## src/hdl/jspe_pkg.sv

```systemverilog
// Shared package for the Julia set pixel escape block.
// Holds widths, request/response/config structs, state and register codes.
// No dependencies; compiled first.
`default_nettype none

package jspe_pkg;

	localparam int MAX_DIM   = 4096;
	localparam int FRAC_BITS = 28;

	localparam int PIX_W     = 12;
	localparam int CFG_DIM_W = 13;
	localparam int CFG_IDX_W = 8;
	localparam int ITER_W    = 16;
	localparam int IDX_W     = 24;
	localparam int SHADE_W   = 8;

	localparam int DIM_W     = $clog2(MAX_DIM + 1);
	localparam int HDIM_W    = DIM_W - 1;
	localparam int DX_W      = ((PIX_W > HDIM_W) ? PIX_W : HDIM_W) + 1;
	localparam int NUM_W     = DX_W + 1;
	localparam int DEN_W     = 32 + $clog2(MAX_DIM);
	localparam int DIV_STEPS = NUM_W + 16 + FRAC_BITS;
	localparam int DIV_CNT_W = $clog2(DIV_STEPS + 1);

	localparam int MUL_W     = 33;
	localparam int PROD_W    = 64;
	localparam int ESC       = 2 * FRAC_BITS + 2;
	localparam logic [PROD_W:0] ESC_LIMIT =
		(ESC < PROD_W) ? ((PROD_W + 1)'(1) << ESC) : '1;

	localparam int SUM_W =
		(((PROD_W + 1 - FRAC_BITS) > 33) ? (PROD_W + 1 - FRAC_BITS) : 33) + 1;

	localparam logic [31:0]        MAP_CAP = 32'h8000_0000;
	localparam logic signed [31:0] S32_MAX = 32'sh7FFF_FFFF;
	localparam logic signed [31:0] S32_MIN = 32'sh8000_0000;

	typedef logic signed [SUM_W-1:0] sum_t;

	typedef struct packed {
		logic [PIX_W-1:0] pixel_x;
		logic [PIX_W-1:0] pixel_y;
	} pix_req_t;

	typedef struct packed {
		logic [IDX_W-1:0]   pixel_index;
		logic [SHADE_W-1:0] shade;
		logic [ITER_W-1:0]  count_left;
	} pix_rsp_t;

	typedef struct packed {
		logic signed [31:0] c_real;
		logic signed [31:0] c_imag;
		logic [31:0]        zoom;
		logic signed [31:0] off_re;
		logic signed [31:0] off_im;
		logic [ITER_W-1:0]  max_iter;
		logic [DIM_W-1:0]   width;
		logic [DIM_W-1:0]   height;
	} cfg_t;

	typedef enum logic [CFG_IDX_W-1:0] {
		REG_C_REAL       = 8'd0,
		REG_C_IMAG       = 8'd1,
		REG_ZOOM         = 8'd2,
		REG_OFFSET_REAL  = 8'd3,
		REG_OFFSET_IMAG  = 8'd4,
		REG_MAX_ITER     = 8'd5,
		REG_IMAGE_WIDTH  = 8'd6,
		REG_IMAGE_HEIGHT = 8'd7
	} cfg_reg_t;

	typedef enum logic [3:0] {
		ST_IDLE,
		ST_DENX,
		ST_DENY,
		ST_WAITX,
		ST_STARTY,
		ST_WAITY,
		ST_XX,
		ST_YY,
		ST_XY,
		ST_UPD,
		ST_DONE
	} state_t;

	function automatic logic signed [31:0] sat32(input sum_t v);
		if (v > sum_t'(S32_MAX)) begin
			return S32_MAX;
		end else if (v < sum_t'(S32_MIN)) begin
			return S32_MIN;
		end else begin
			return v[31:0];
		end
	endfunction

endpackage

`default_nettype wire

```

## src/hdl/jspe_cfg.sv

```systemverilog
// Configuration register file with effective-value cleanup (zoom, dims).
// Depends on jspe_pkg.
`default_nettype none

module jspe_cfg import jspe_pkg::*; (
	input  logic                 clk,
	input  logic                 arst_n,
	input  logic                 cfg_valid,
	output logic                 cfg_ready,
	input  logic [CFG_IDX_W-1:0] cfg_index,
	input  logic [31:0]          cfg_data,
	output cfg_t                 regs
);

	logic [31:0]          c_real_q;
	logic [31:0]          c_imag_q;
	logic [31:0]          zoom_q;
	logic [31:0]          off_re_q;
	logic [31:0]          off_im_q;
	logic [ITER_W-1:0]    max_iter_q;
	logic [CFG_DIM_W-1:0] width_q;
	logic [CFG_DIM_W-1:0] height_q;

	function automatic logic [DIM_W-1:0] clamp_dim(input logic [CFG_DIM_W-1:0] v);
		if (v == '0) begin
			return DIM_W'(1);
		end else if (int'(v) > MAX_DIM) begin
			return DIM_W'(MAX_DIM);
		end else begin
			return DIM_W'(v);
		end
	endfunction

	assign cfg_ready = 1'b1;

	always_ff @(posedge clk or negedge arst_n) begin
		if (!arst_n) begin
			c_real_q   <= '0;
			c_imag_q   <= '0;
			zoom_q     <= 32'd65536;
			off_re_q   <= '0;
			off_im_q   <= '0;
			max_iter_q <= 16'd255;
			width_q    <= 13'd1024;
			height_q   <= 13'd768;
		end else if (cfg_valid) begin
			case (cfg_reg_t'(cfg_index))
				REG_C_REAL:       c_real_q   <= cfg_data;
				REG_C_IMAG:       c_imag_q   <= cfg_data;
				REG_ZOOM:         zoom_q     <= cfg_data;
				REG_OFFSET_REAL:  off_re_q   <= cfg_data;
				REG_OFFSET_IMAG:  off_im_q   <= cfg_data;
				REG_MAX_ITER:     max_iter_q <= cfg_data[ITER_W-1:0];
				REG_IMAGE_WIDTH:  width_q    <= cfg_data[CFG_DIM_W-1:0];
				REG_IMAGE_HEIGHT: height_q   <= cfg_data[CFG_DIM_W-1:0];
				default: ;
			endcase
		end
	end

	always_comb begin
		regs.c_real   = c_real_q;
		regs.c_imag   = c_imag_q;
		regs.zoom     = (zoom_q == '0) ? 32'd1 : zoom_q;
		regs.off_re   = off_re_q;
		regs.off_im   = off_im_q;
		regs.max_iter = max_iter_q;
		regs.width    = clamp_dim(width_q);
		regs.height   = clamp_dim(height_q);
	end

endmodule

`default_nettype wire

```

## src/hdl/jspe_mul.sv

```systemverilog
// Shared signed multiplier with registered product and load enable.
// Depends on jspe_pkg.
`default_nettype none

module jspe_mul import jspe_pkg::*; (
	input  logic                     clk,
	input  logic                     en,
	input  logic signed [MUL_W-1:0]  a,
	input  logic signed [MUL_W-1:0]  b,
	output logic signed [PROD_W-1:0] p_q
);

	logic signed [2*MUL_W-1:0] prod;

	assign prod = a * b;

	always_ff @(posedge clk) begin
		if (en) begin
			p_q <= prod[PROD_W-1:0];
		end
	end

endmodule

`default_nettype wire

```

## src/hdl/jspe_div.sv

```systemverilog
// Bit-serial restoring divider for coordinate mapping, one quotient bit per cycle.
// Quotient of num * 2^(16+FRAC_BITS) / den, clamped to 2^31. Depends on jspe_pkg.
`default_nettype none

module jspe_div import jspe_pkg::*; (
	input  logic             clk,
	input  logic             arst_n,
	input  logic             start,
	input  logic [NUM_W-1:0] num,
	input  logic [DEN_W-1:0] den,
	output logic             busy,
	output logic [31:0]      quo
);

	logic                 busy_q;
	logic [DIV_CNT_W-1:0] cnt_q;
	logic [NUM_W-1:0]     num_q;
	logic [DEN_W-1:0]     den_q;
	logic [DEN_W-1:0]     rem_q;
	logic [31:0]          q_q;
	logic                 ovf_q;
	logic [DEN_W:0]       trial;
	logic [DEN_W:0]       trial_sub;
	logic                 fits;

	assign trial     = {rem_q, num_q[NUM_W-1]};
	assign trial_sub = trial - {1'b0, den_q};
	assign fits      = (trial >= {1'b0, den_q});
	assign busy      = busy_q;
	assign quo       = (ovf_q || (q_q > MAP_CAP)) ? MAP_CAP : q_q;

	always_ff @(posedge clk or negedge arst_n) begin
		if (!arst_n) begin
			busy_q <= 1'b0;
			cnt_q  <= '0;
		end else if (start) begin
			busy_q <= 1'b1;
			cnt_q  <= '0;
		end else if (busy_q) begin
			cnt_q <= cnt_q + DIV_CNT_W'(1);
			if (cnt_q == DIV_CNT_W'(DIV_STEPS - 1)) begin
				busy_q <= 1'b0;
			end
		end
	end

	always_ff @(posedge clk) begin
		if (start) begin
			num_q <= num;
			den_q <= den;
			rem_q <= '0;
			q_q   <= '0;
			ovf_q <= 1'b0;
		end else if (busy_q) begin
			num_q <= num_q << 1;
			rem_q <= fits ? trial_sub[DEN_W-1:0] : trial[DEN_W-1:0];
			q_q   <= {q_q[30:0], fits};
			ovf_q <= ovf_q | q_q[31];
		end
	end

endmodule

`default_nettype wire

```

## src/hdl/julia_set_pixel_escape.sv

```systemverilog
// Julia set escape-time evaluator for one pixel per request.
// Depends on jspe_pkg, jspe_cfg, jspe_mul, jspe_div.
//
// Usage:
//   cfg channel (cfg_valid/cfg_ready, cfg_index, cfg_data) writes the eight
//   view registers; cfg_ready is always high. Write only while idle.
//   req channel takes one pixel (pixel_x, pixel_y); req_ready is high only
//   while no pixel is in flight.
//   rsp channel returns pixel_index, shade and count_left from an output
//   register; a stalled response holds, and the next request may be taken
//   while it waits.
// Processing: two serial divisions of DIV_STEPS (58) quotient bits map the
//   pixel, then m loop passes run: the iteration steps taken, plus one when
//   the pixel escapes (at most max_iterations). Each pass uses the single
//   shared multiplier three times plus one update state.
// Requests: a new pixel is taken only after the previous one leaves ST_DONE.
// Reset: view registers return to their defaults, no response is pending.
`default_nettype none

module julia_set_pixel_escape import jspe_pkg::*; (
	input  logic                 clk,
	input  logic                 arst_n,
	input  logic                 req_valid,
	output logic                 req_ready,
	input  pix_req_t             req,
	output logic                 rsp_valid,
	input  logic                 rsp_ready,
	output pix_rsp_t             rsp,
	input  logic                 cfg_valid,
	output logic                 cfg_ready,
	input  logic [CFG_IDX_W-1:0] cfg_index,
	input  logic [31:0]          cfg_data
);

	cfg_t regs;

	state_t state_q;
	state_t state_d;

	logic [PIX_W-1:0]         px_q;
	logic [PIX_W-1:0]         py_q;
	logic [NUM_W-1:0]         num_x_q;
	logic [NUM_W-1:0]         num_y_q;
	logic                     neg_x_q;
	logic                     neg_y_q;
	logic signed [31:0]       zx_q;
	logic signed [31:0]       zy_q;
	logic [ITER_W-1:0]        it_q;
	logic [IDX_W-1:0]         idx_q;
	logic signed [PROD_W-1:0] xx_q;
	logic signed [PROD_W-1:0] diff_q;
	logic                     esc_q;
	pix_rsp_t                 rsp_q;
	logic                     rsp_valid_q;

	logic                     mul_en;
	logic signed [MUL_W-1:0]  mul_a;
	logic signed [MUL_W-1:0]  mul_b;
	logic signed [PROD_W-1:0] p_q;

	logic                     div_start;
	logic [NUM_W-1:0]         div_num;
	logic                     div_busy;
	logic [31:0]              div_quo;

	logic signed [DX_W-1:0]   dx;
	logic signed [DX_W-1:0]   dy;
	logic [DX_W-2:0]          adx;
	logic [DX_W-2:0]          ady;

	logic                     map_neg;
	logic signed [31:0]       map_off;
	sum_t                     map_sum;
	sum_t                     nx_sum;
	sum_t                     ny_sum;
	logic                     esc_d;
	logic                     rsp_free;

	jspe_cfg u_cfg (
		.clk       (clk),
		.arst_n    (arst_n),
		.cfg_valid (cfg_valid),
		.cfg_ready (cfg_ready),
		.cfg_index (cfg_index),
		.cfg_data  (cfg_data),
		.regs      (regs)
	);

	jspe_mul u_mul (
		.clk (clk),
		.en  (mul_en),
		.a   (mul_a),
		.b   (mul_b),
		.p_q (p_q)
	);

	jspe_div u_div (
		.clk    (clk),
		.arst_n (arst_n),
		.start  (div_start),
		.num    (div_num),
		.den    (p_q[DEN_W-1:0]),
		.busy   (div_busy),
		.quo    (div_quo)
	);

	assign req_ready = (state_q == ST_IDLE);
	assign rsp_valid = rsp_valid_q;
	assign rsp       = rsp_q;
	assign rsp_free  = !rsp_valid_q || rsp_ready;

	// offsets from image center, magnitudes scaled by 3 (real) and 2 (imag)
	always_comb begin
		dx  = $signed(DX_W'(req.pixel_x)) - $signed(DX_W'(regs.width[DIM_W-1:1]));
		dy  = $signed(DX_W'(req.pixel_y)) - $signed(DX_W'(regs.height[DIM_W-1:1]));
		adx = (DX_W - 1)'(dx[DX_W-1] ? -dx : dx);
		ady = (DX_W - 1)'(dy[DX_W-1] ? -dy : dy);
	end

	always_comb begin
		map_neg = (state_q == ST_WAITY) ? neg_y_q : neg_x_q;
		map_off = (state_q == ST_WAITY) ? regs.off_im : regs.off_re;
		map_sum = (map_neg ? -sum_t'(div_quo) : sum_t'(div_quo)) + sum_t'(map_off);
		nx_sum  = sum_t'(diff_q >>> FRAC_BITS) + sum_t'(regs.c_real);
		ny_sum  = sum_t'(p_q >>> (FRAC_BITS - 1)) + sum_t'(regs.c_imag);
		esc_d   = (({1'b0, xx_q} + {1'b0, p_q}) >= ESC_LIMIT);
	end

	always_comb begin
		state_d = state_q;
		case (state_q)
			ST_IDLE:   if (req_valid) state_d = ST_DENX;
			ST_DENX:   state_d = ST_DENY;
			ST_DENY:   state_d = ST_WAITX;
			ST_WAITX:  if (!div_busy) state_d = ST_STARTY;
			ST_STARTY: state_d = ST_WAITY;
			ST_WAITY: begin
				if (!div_busy) begin
					state_d = (it_q == '0) ? ST_DONE : ST_XX;
				end
			end
			ST_XX:     state_d = ST_YY;
			ST_YY:     state_d = ST_XY;
			ST_XY:     state_d = ST_UPD;
			ST_UPD: begin
				if (esc_q || (it_q == ITER_W'(1))) begin
					state_d = ST_DONE;
				end else begin
					state_d = ST_XX;
				end
			end
			ST_DONE:   if (rsp_free) state_d = ST_IDLE;
			default:   state_d = ST_IDLE;
		endcase
	end

	always_comb begin
		mul_en    = 1'b0;
		mul_a     = MUL_W'(zx_q);
		mul_b     = MUL_W'(zx_q);
		div_start = 1'b0;
		div_num   = num_x_q;
		case (state_q)
			ST_DENX: begin
				mul_en = 1'b1;
				mul_a  = MUL_W'(regs.zoom);
				mul_b  = MUL_W'(regs.width);
			end
			ST_DENY: begin
				mul_en    = 1'b1;
				mul_a     = MUL_W'(regs.zoom);
				mul_b     = MUL_W'(regs.height);
				div_start = 1'b1;
				div_num   = num_x_q;
			end
			ST_STARTY: begin
				mul_en    = 1'b1;
				mul_a     = MUL_W'(py_q);
				mul_b     = MUL_W'(regs.width);
				div_start = 1'b1;
				div_num   = num_y_q;
			end
			ST_XX: begin
				mul_en = 1'b1;
				mul_a  = MUL_W'(zx_q);
				mul_b  = MUL_W'(zx_q);
			end
			ST_YY: begin
				mul_en = 1'b1;
				mul_a  = MUL_W'(zy_q);
				mul_b  = MUL_W'(zy_q);
			end
			ST_XY: begin
				mul_en = 1'b1;
				mul_a  = MUL_W'(zx_q);
				mul_b  = MUL_W'(zy_q);
			end
			default: ;
		endcase
	end

	always_ff @(posedge clk or negedge arst_n) begin
		if (!arst_n) begin
			state_q     <= ST_IDLE;
			rsp_valid_q <= 1'b0;
		end else begin
			state_q <= state_d;
			if ((state_q == ST_DONE) && rsp_free) begin
				rsp_valid_q <= 1'b1;
			end else if (rsp_ready) begin
				rsp_valid_q <= 1'b0;
			end
		end
	end

	always_ff @(posedge clk) begin
		case (state_q)
			ST_IDLE: begin
				if (req_valid) begin
					px_q    <= req.pixel_x;
					py_q    <= req.pixel_y;
					num_x_q <= NUM_W'(adx) + (NUM_W'(adx) << 1);
					num_y_q <= NUM_W'(ady) << 1;
					neg_x_q <= dx[DX_W-1];
					neg_y_q <= dy[DX_W-1];
					it_q    <= regs.max_iter;
				end
			end
			ST_WAITX: begin
				if (!div_busy) begin
					zx_q <= sat32(map_sum);
				end
			end
			ST_WAITY: begin
				if (!div_busy) begin
					zy_q  <= sat32(map_sum);
					idx_q <= p_q[IDX_W-1:0] + IDX_W'(px_q);
				end
			end
			ST_YY: xx_q <= p_q;
			ST_XY: begin
				esc_q  <= esc_d;
				diff_q <= xx_q - p_q;
			end
			ST_UPD: begin
				if (!esc_q) begin
					zx_q <= sat32(nx_sum);
					zy_q <= sat32(ny_sum);
					it_q <= it_q - ITER_W'(1);
				end
			end
			ST_DONE: begin
				if (rsp_free) begin
					rsp_q.pixel_index <= idx_q;
					rsp_q.shade       <= SHADE_W'(0) - it_q[SHADE_W-1:0];
					rsp_q.count_left  <= it_q;
				end
			end
			default: ;
		endcase
	end

`ifndef NO_ASSERTIONS
	a_count_step: assert property (@(posedge clk) disable iff (!arst_n)
		(state_q == ST_UPD && !esc_q) |=> (it_q == $past(it_q) - ITER_W'(1)))
		else $error("countdown did not step on a non-escaping update");

	a_div_idle: assert property (@(posedge clk) disable iff (!arst_n)
		(state_q == ST_XX || state_q == ST_UPD) |-> !div_busy)
		else $error("divider busy during iteration");

	a_req_start: assert property (@(posedge clk) disable iff (!arst_n)
		(req_valid && req_ready) |=> (state_q == ST_DENX))
		else $error("accepted request did not start mapping");

	a_rsp_load: assert property (@(posedge clk) disable iff (!arst_n)
		(state_q == ST_DONE && !rsp_valid_q) |=> rsp_valid_q)
		else $error("finished pixel not loaded into response register");
`endif

endmodule

`default_nettype wire

```

## config.mk

```make
export PLATFORM = sky130hd
export DESIGN_NAME = julia_set_pixel_escape
export DESIGN_NICKNAME = d
export VERILOG_FILES = /design/src/hdl/jspe_pkg.sv /design/src/hdl/jspe_cfg.sv /design/src/hdl/jspe_mul.sv /design/src/hdl/jspe_div.sv /design/src/hdl/julia_set_pixel_escape.sv
export SDC_FILE = /design/constraint.sdc
export NUM_CORES = 2
export LEC_CHECK = 0
export BUFFER_PORTS_ARGS = -buffer_cell sky130_fd_sc_hd__buf_2
export CAP_MARGIN = 5
export CORE_UTILIZATION = 45
export DETAILED_ROUTE_END_ITERATION = 10
export HOLD_SLACK_MARGIN = 0.06
export PLACE_DENSITY_LB_ADDON = 0.1
export REMOVE_ABC_BUFFERS = 1
export SYNTH_ARGS = -nofsm -noshare
export SYNTH_HDL_FRONTEND = slang
export SYNTH_HIERARCHICAL = 1
export SYNTH_SLANG_ARGS = --single-unit
```

## constraint.sdc

```tcl
create_clock -name clk -period 23.4 [get_ports clk]
set_input_delay 3.51 -clock clk [delete_from_list [all_inputs] [get_ports clk]]
set_output_delay 3.51 -clock clk [all_outputs]
set_load 0.1 [all_outputs]
```

==> results.yml <==
outcome:
  status: "finished clean"
logic_synthesis:
  synthTopCellsByArea: "fa_1 (27%), edfxtp_1 (15%), ha_1 (8.2%)"
  synth_most_common_cell: "inv_1"
  syn_avg_cell_area_um2: 9.66
  syn_area_mm2: 0.0837
  ys_warn_count: 6
  yosysTopAreaCell: "fa_1"
  netlist.area_leader.share_pct: 27.1
  ys.flop_type: "edfxtp_1"
  synth_top_cells_by_count: "inv_1 (1463), fa_1 (1134), nand2_1 (911), and2_1 (591), ha_1 (549)"
  ys_seq_elements: 717
  async_reset_ff_share_pct: 29.8
  syn_inst: 8671
  synth_cell_types: 114
  ys_seq_area_share_pct: 23.5
  synth_enable_flop_cells: 426
floorplan:
  num_rows: 157
  die-height_um: 433
  coreArea_mm2: 0.184
  start_util_pct: 45.5
  io-pin-count: 120
  die_area_mm2: 0.188
  die_x_um: 433
run:
  drv_cap: 0
clock_network:
  clkLatencyLatePin_ns: 0.71
  ctsResizeCount: 0
  ctsLongestPathBuffers: 3
  path_clk_slew_ns: 0.07
  cts_buffers: 82
  post-cts-setup-buffers: 0
  cts_hold_buf: 0
  cts_max_level: 3
  cts_num_sinks: 717
  cts_tree: "done"
  cts-root-buf: "clkbuf_16"
placement:
  gp_congestion: 0.928
  io_buffer_count: 118
  dp_hpwl_um: 197000
global_routing:
  grt_antenna_before_repair: 21
  grt_overflow: 0
  grt_pass1_wl_um: 398000
  grt_pass1_vias: 63139
  grtUsageTotal_pct: 28.2
  grt_max_degree: 92
route:
  wl_per_cell_um: 23.6
  firstDrtPassIters: 9
  vias_per_cell: 5.57
  ant_nets: 0
  drt_iter0_drc: 5086
  drc: 0
  wirelength_um: 262000
  via_count: 61870
worst_hold_path:
  min_path_cells: 0
  hp-class: "reg2reg"
  min_from: "idx_q[1]"
  min_to: "rsp[25]"
setup_path:
  crit_family: "adder cells"
  r2r-end: "u_mul/p_q[63]"
  crit_fanout: 33
  path_buf_inv: 9
  rrSetupSlack_ns: 10.93
  cp-start-kind: "register"
  crit_top_cell: "fa_1"
  critPathCaptureType: "register"
  crit_required_ns: 23.87
  crit_type: "reg2reg"
  r2r_cells: 35
  worstSetupStartpoint: "state_q[2]"
  timing.rr.start: "state_q[2]"
  cp_slowest_cell: "a211oi_2"
  cp_data_arrival_time_ns: 12.93
  cp_slowest_stage_delay_ns: 1.12
timing:
  finalMaxSlewViolations: 0
  maxSlewHeadroom_pct: 11.6
  timing.final.crit_share_pct: 53.3
  worstMarginPinSlew_ns: 1.32
  rsz0062_at_grt: "no"
  setup-tns-final_ns: 0
  fin_crit_ns: 12.47
  setup_violations: 0
  hold_viol_final: 0
  fmax_ghz: 0.0802
  clock_skew_ns: 0.0443
layout:
  fillers: 17472
  fin_nets: 10313
  drive_gt1_share_pct: 8.33
  syn_to_final_growth_pct: 7.08
  final_core_util_pct: 48.8
how the worst max path moves through the flow:
stage / end / slack [ns] / cells after the start
global route: u_mul/p_q[61] / 10.13 / 36
finish: u_mul/p_q[63] / 10.93 / 35
CTS: u_mul/p_q[63] / 10.82 / 35
floorplan: u_mul/p_q[63] / 10.13 / 34
global placement: u_mul/p_q[63] / 11.04 / 35
detailed placement: u_mul/p_q[63] / 10.90 / 36
registers in the layout, summed over array words and instances, names as in the netlist, 16 cells and up:
signal,count
diff_q,36
rsp,47
u_div/den_q,44
u_cfg/c_imag_q,32
zx_q,32
u_mul/p_q,64
idx_q,24
xx_q,64
u_cfg/max_iter_q,16
u_div/q_q,32
zy_q,32
u_cfg/c_real_q,32
u_cfg/off_im_q,32
it_q,16
u_cfg/zoom_q,32
u_div/rem_q,44
u_cfg/off_re_q,32
final cells by class:
type | instances | area (um2) | area share, %
well taps | 2464 | 3080 | 3.44
diodes | 5 | 12.5 | 0.0140
multi-input cells | 6068 | 57200 | 63.7
repair buffers | 229 | 1430 | 1.60
clock buffers | 112 | 2290 | 2.55
flip-flops and latches | 717 | 19700 | 22.0
inverters | 1463 | 5490 | 6.12
clock inverters | 41 | 499 | 0.557
logic make-up after synthesis:
group                      synth area share, %
and+or+nand+nor                           14.2
AOI/OAI and AO/OA                         10.4
adders and majority gates                 35.3
xor gates and xnor gates                  3.74
muxes                                     4.10
DFF                                       23.5
other                                  0.00448
buffers and inverters                     8.64
worst reg2reg max path: cells and delay by family, from the launching register on:
kind / cells / cell delay (ns)
and+or+nand+nor: 10 / 2.15
DFF: 1 / 0.57
AOI/OAI and AO/OA: 6 / 2.20
buffers and inverters: 9 / 2.17
adders and majority gates: 9 / 5.02
xor gates and xnor gates: 1 / 0.12
placed cells by master, fill, tap and decap left out, drive strengths merged, types with 39 or more instances in the layout:
| cell type | n |
|---|---|
| a31oi | 40 |
| mux2 | 231 |
| dfxtp | 77 |
| and2 | 593 |
| mux2i | 72 |
| edfxtp | 426 |
| inv | 1467 |
| nor3 | 88 |
| ha | 549 |
| a21o | 143 |
| xnor2 | 244 |
| nor2b | 87 |
| nor2 | 374 |
| dfrtp | 202 |
| nand4 | 62 |
| nand3 | 67 |
| a21oi | 409 |
| o21ai | 219 |
| a222oi | 39 |
| xor2 | 111 |
| o21bai | 60 |
| nor4 | 52 |
| fa | 1134 |
| a211oi | 57 |
| buf | 229 |
| clkbuf | 112 |
| nand2b | 63 |
| nand2 | 912 |
per-stage QoR:
step,hold slack [ns],instance area (um2),setup WS [ns],cells
finish,0.392,89700,10.93,11099
global route,0.394,89700,10.13,11095
CTS,0.388,89700,10.82,11094
detailed placement,0.405,86900,10.90,10941
global placement,0.401,86900,11.04,10941
floorplan,0.400,82000,10.13,8248
per-layer routing:
layer | track usage [%] | vias to the layer above | share of wire, %
met5 | 0 | - | 0.018
li1 | - | 27850 | -
met4 | 8.28 | 8 | 3.0
met1 | 38.9 | 31869 | 44
met3 | 2.69 | 307 | 5.4
met2 | 46.9 | 1836 | 47
Power is left out: the tool's default activity adds up to more than one toggle a clock period on the data nets, which glitch-free logic cannot reach.
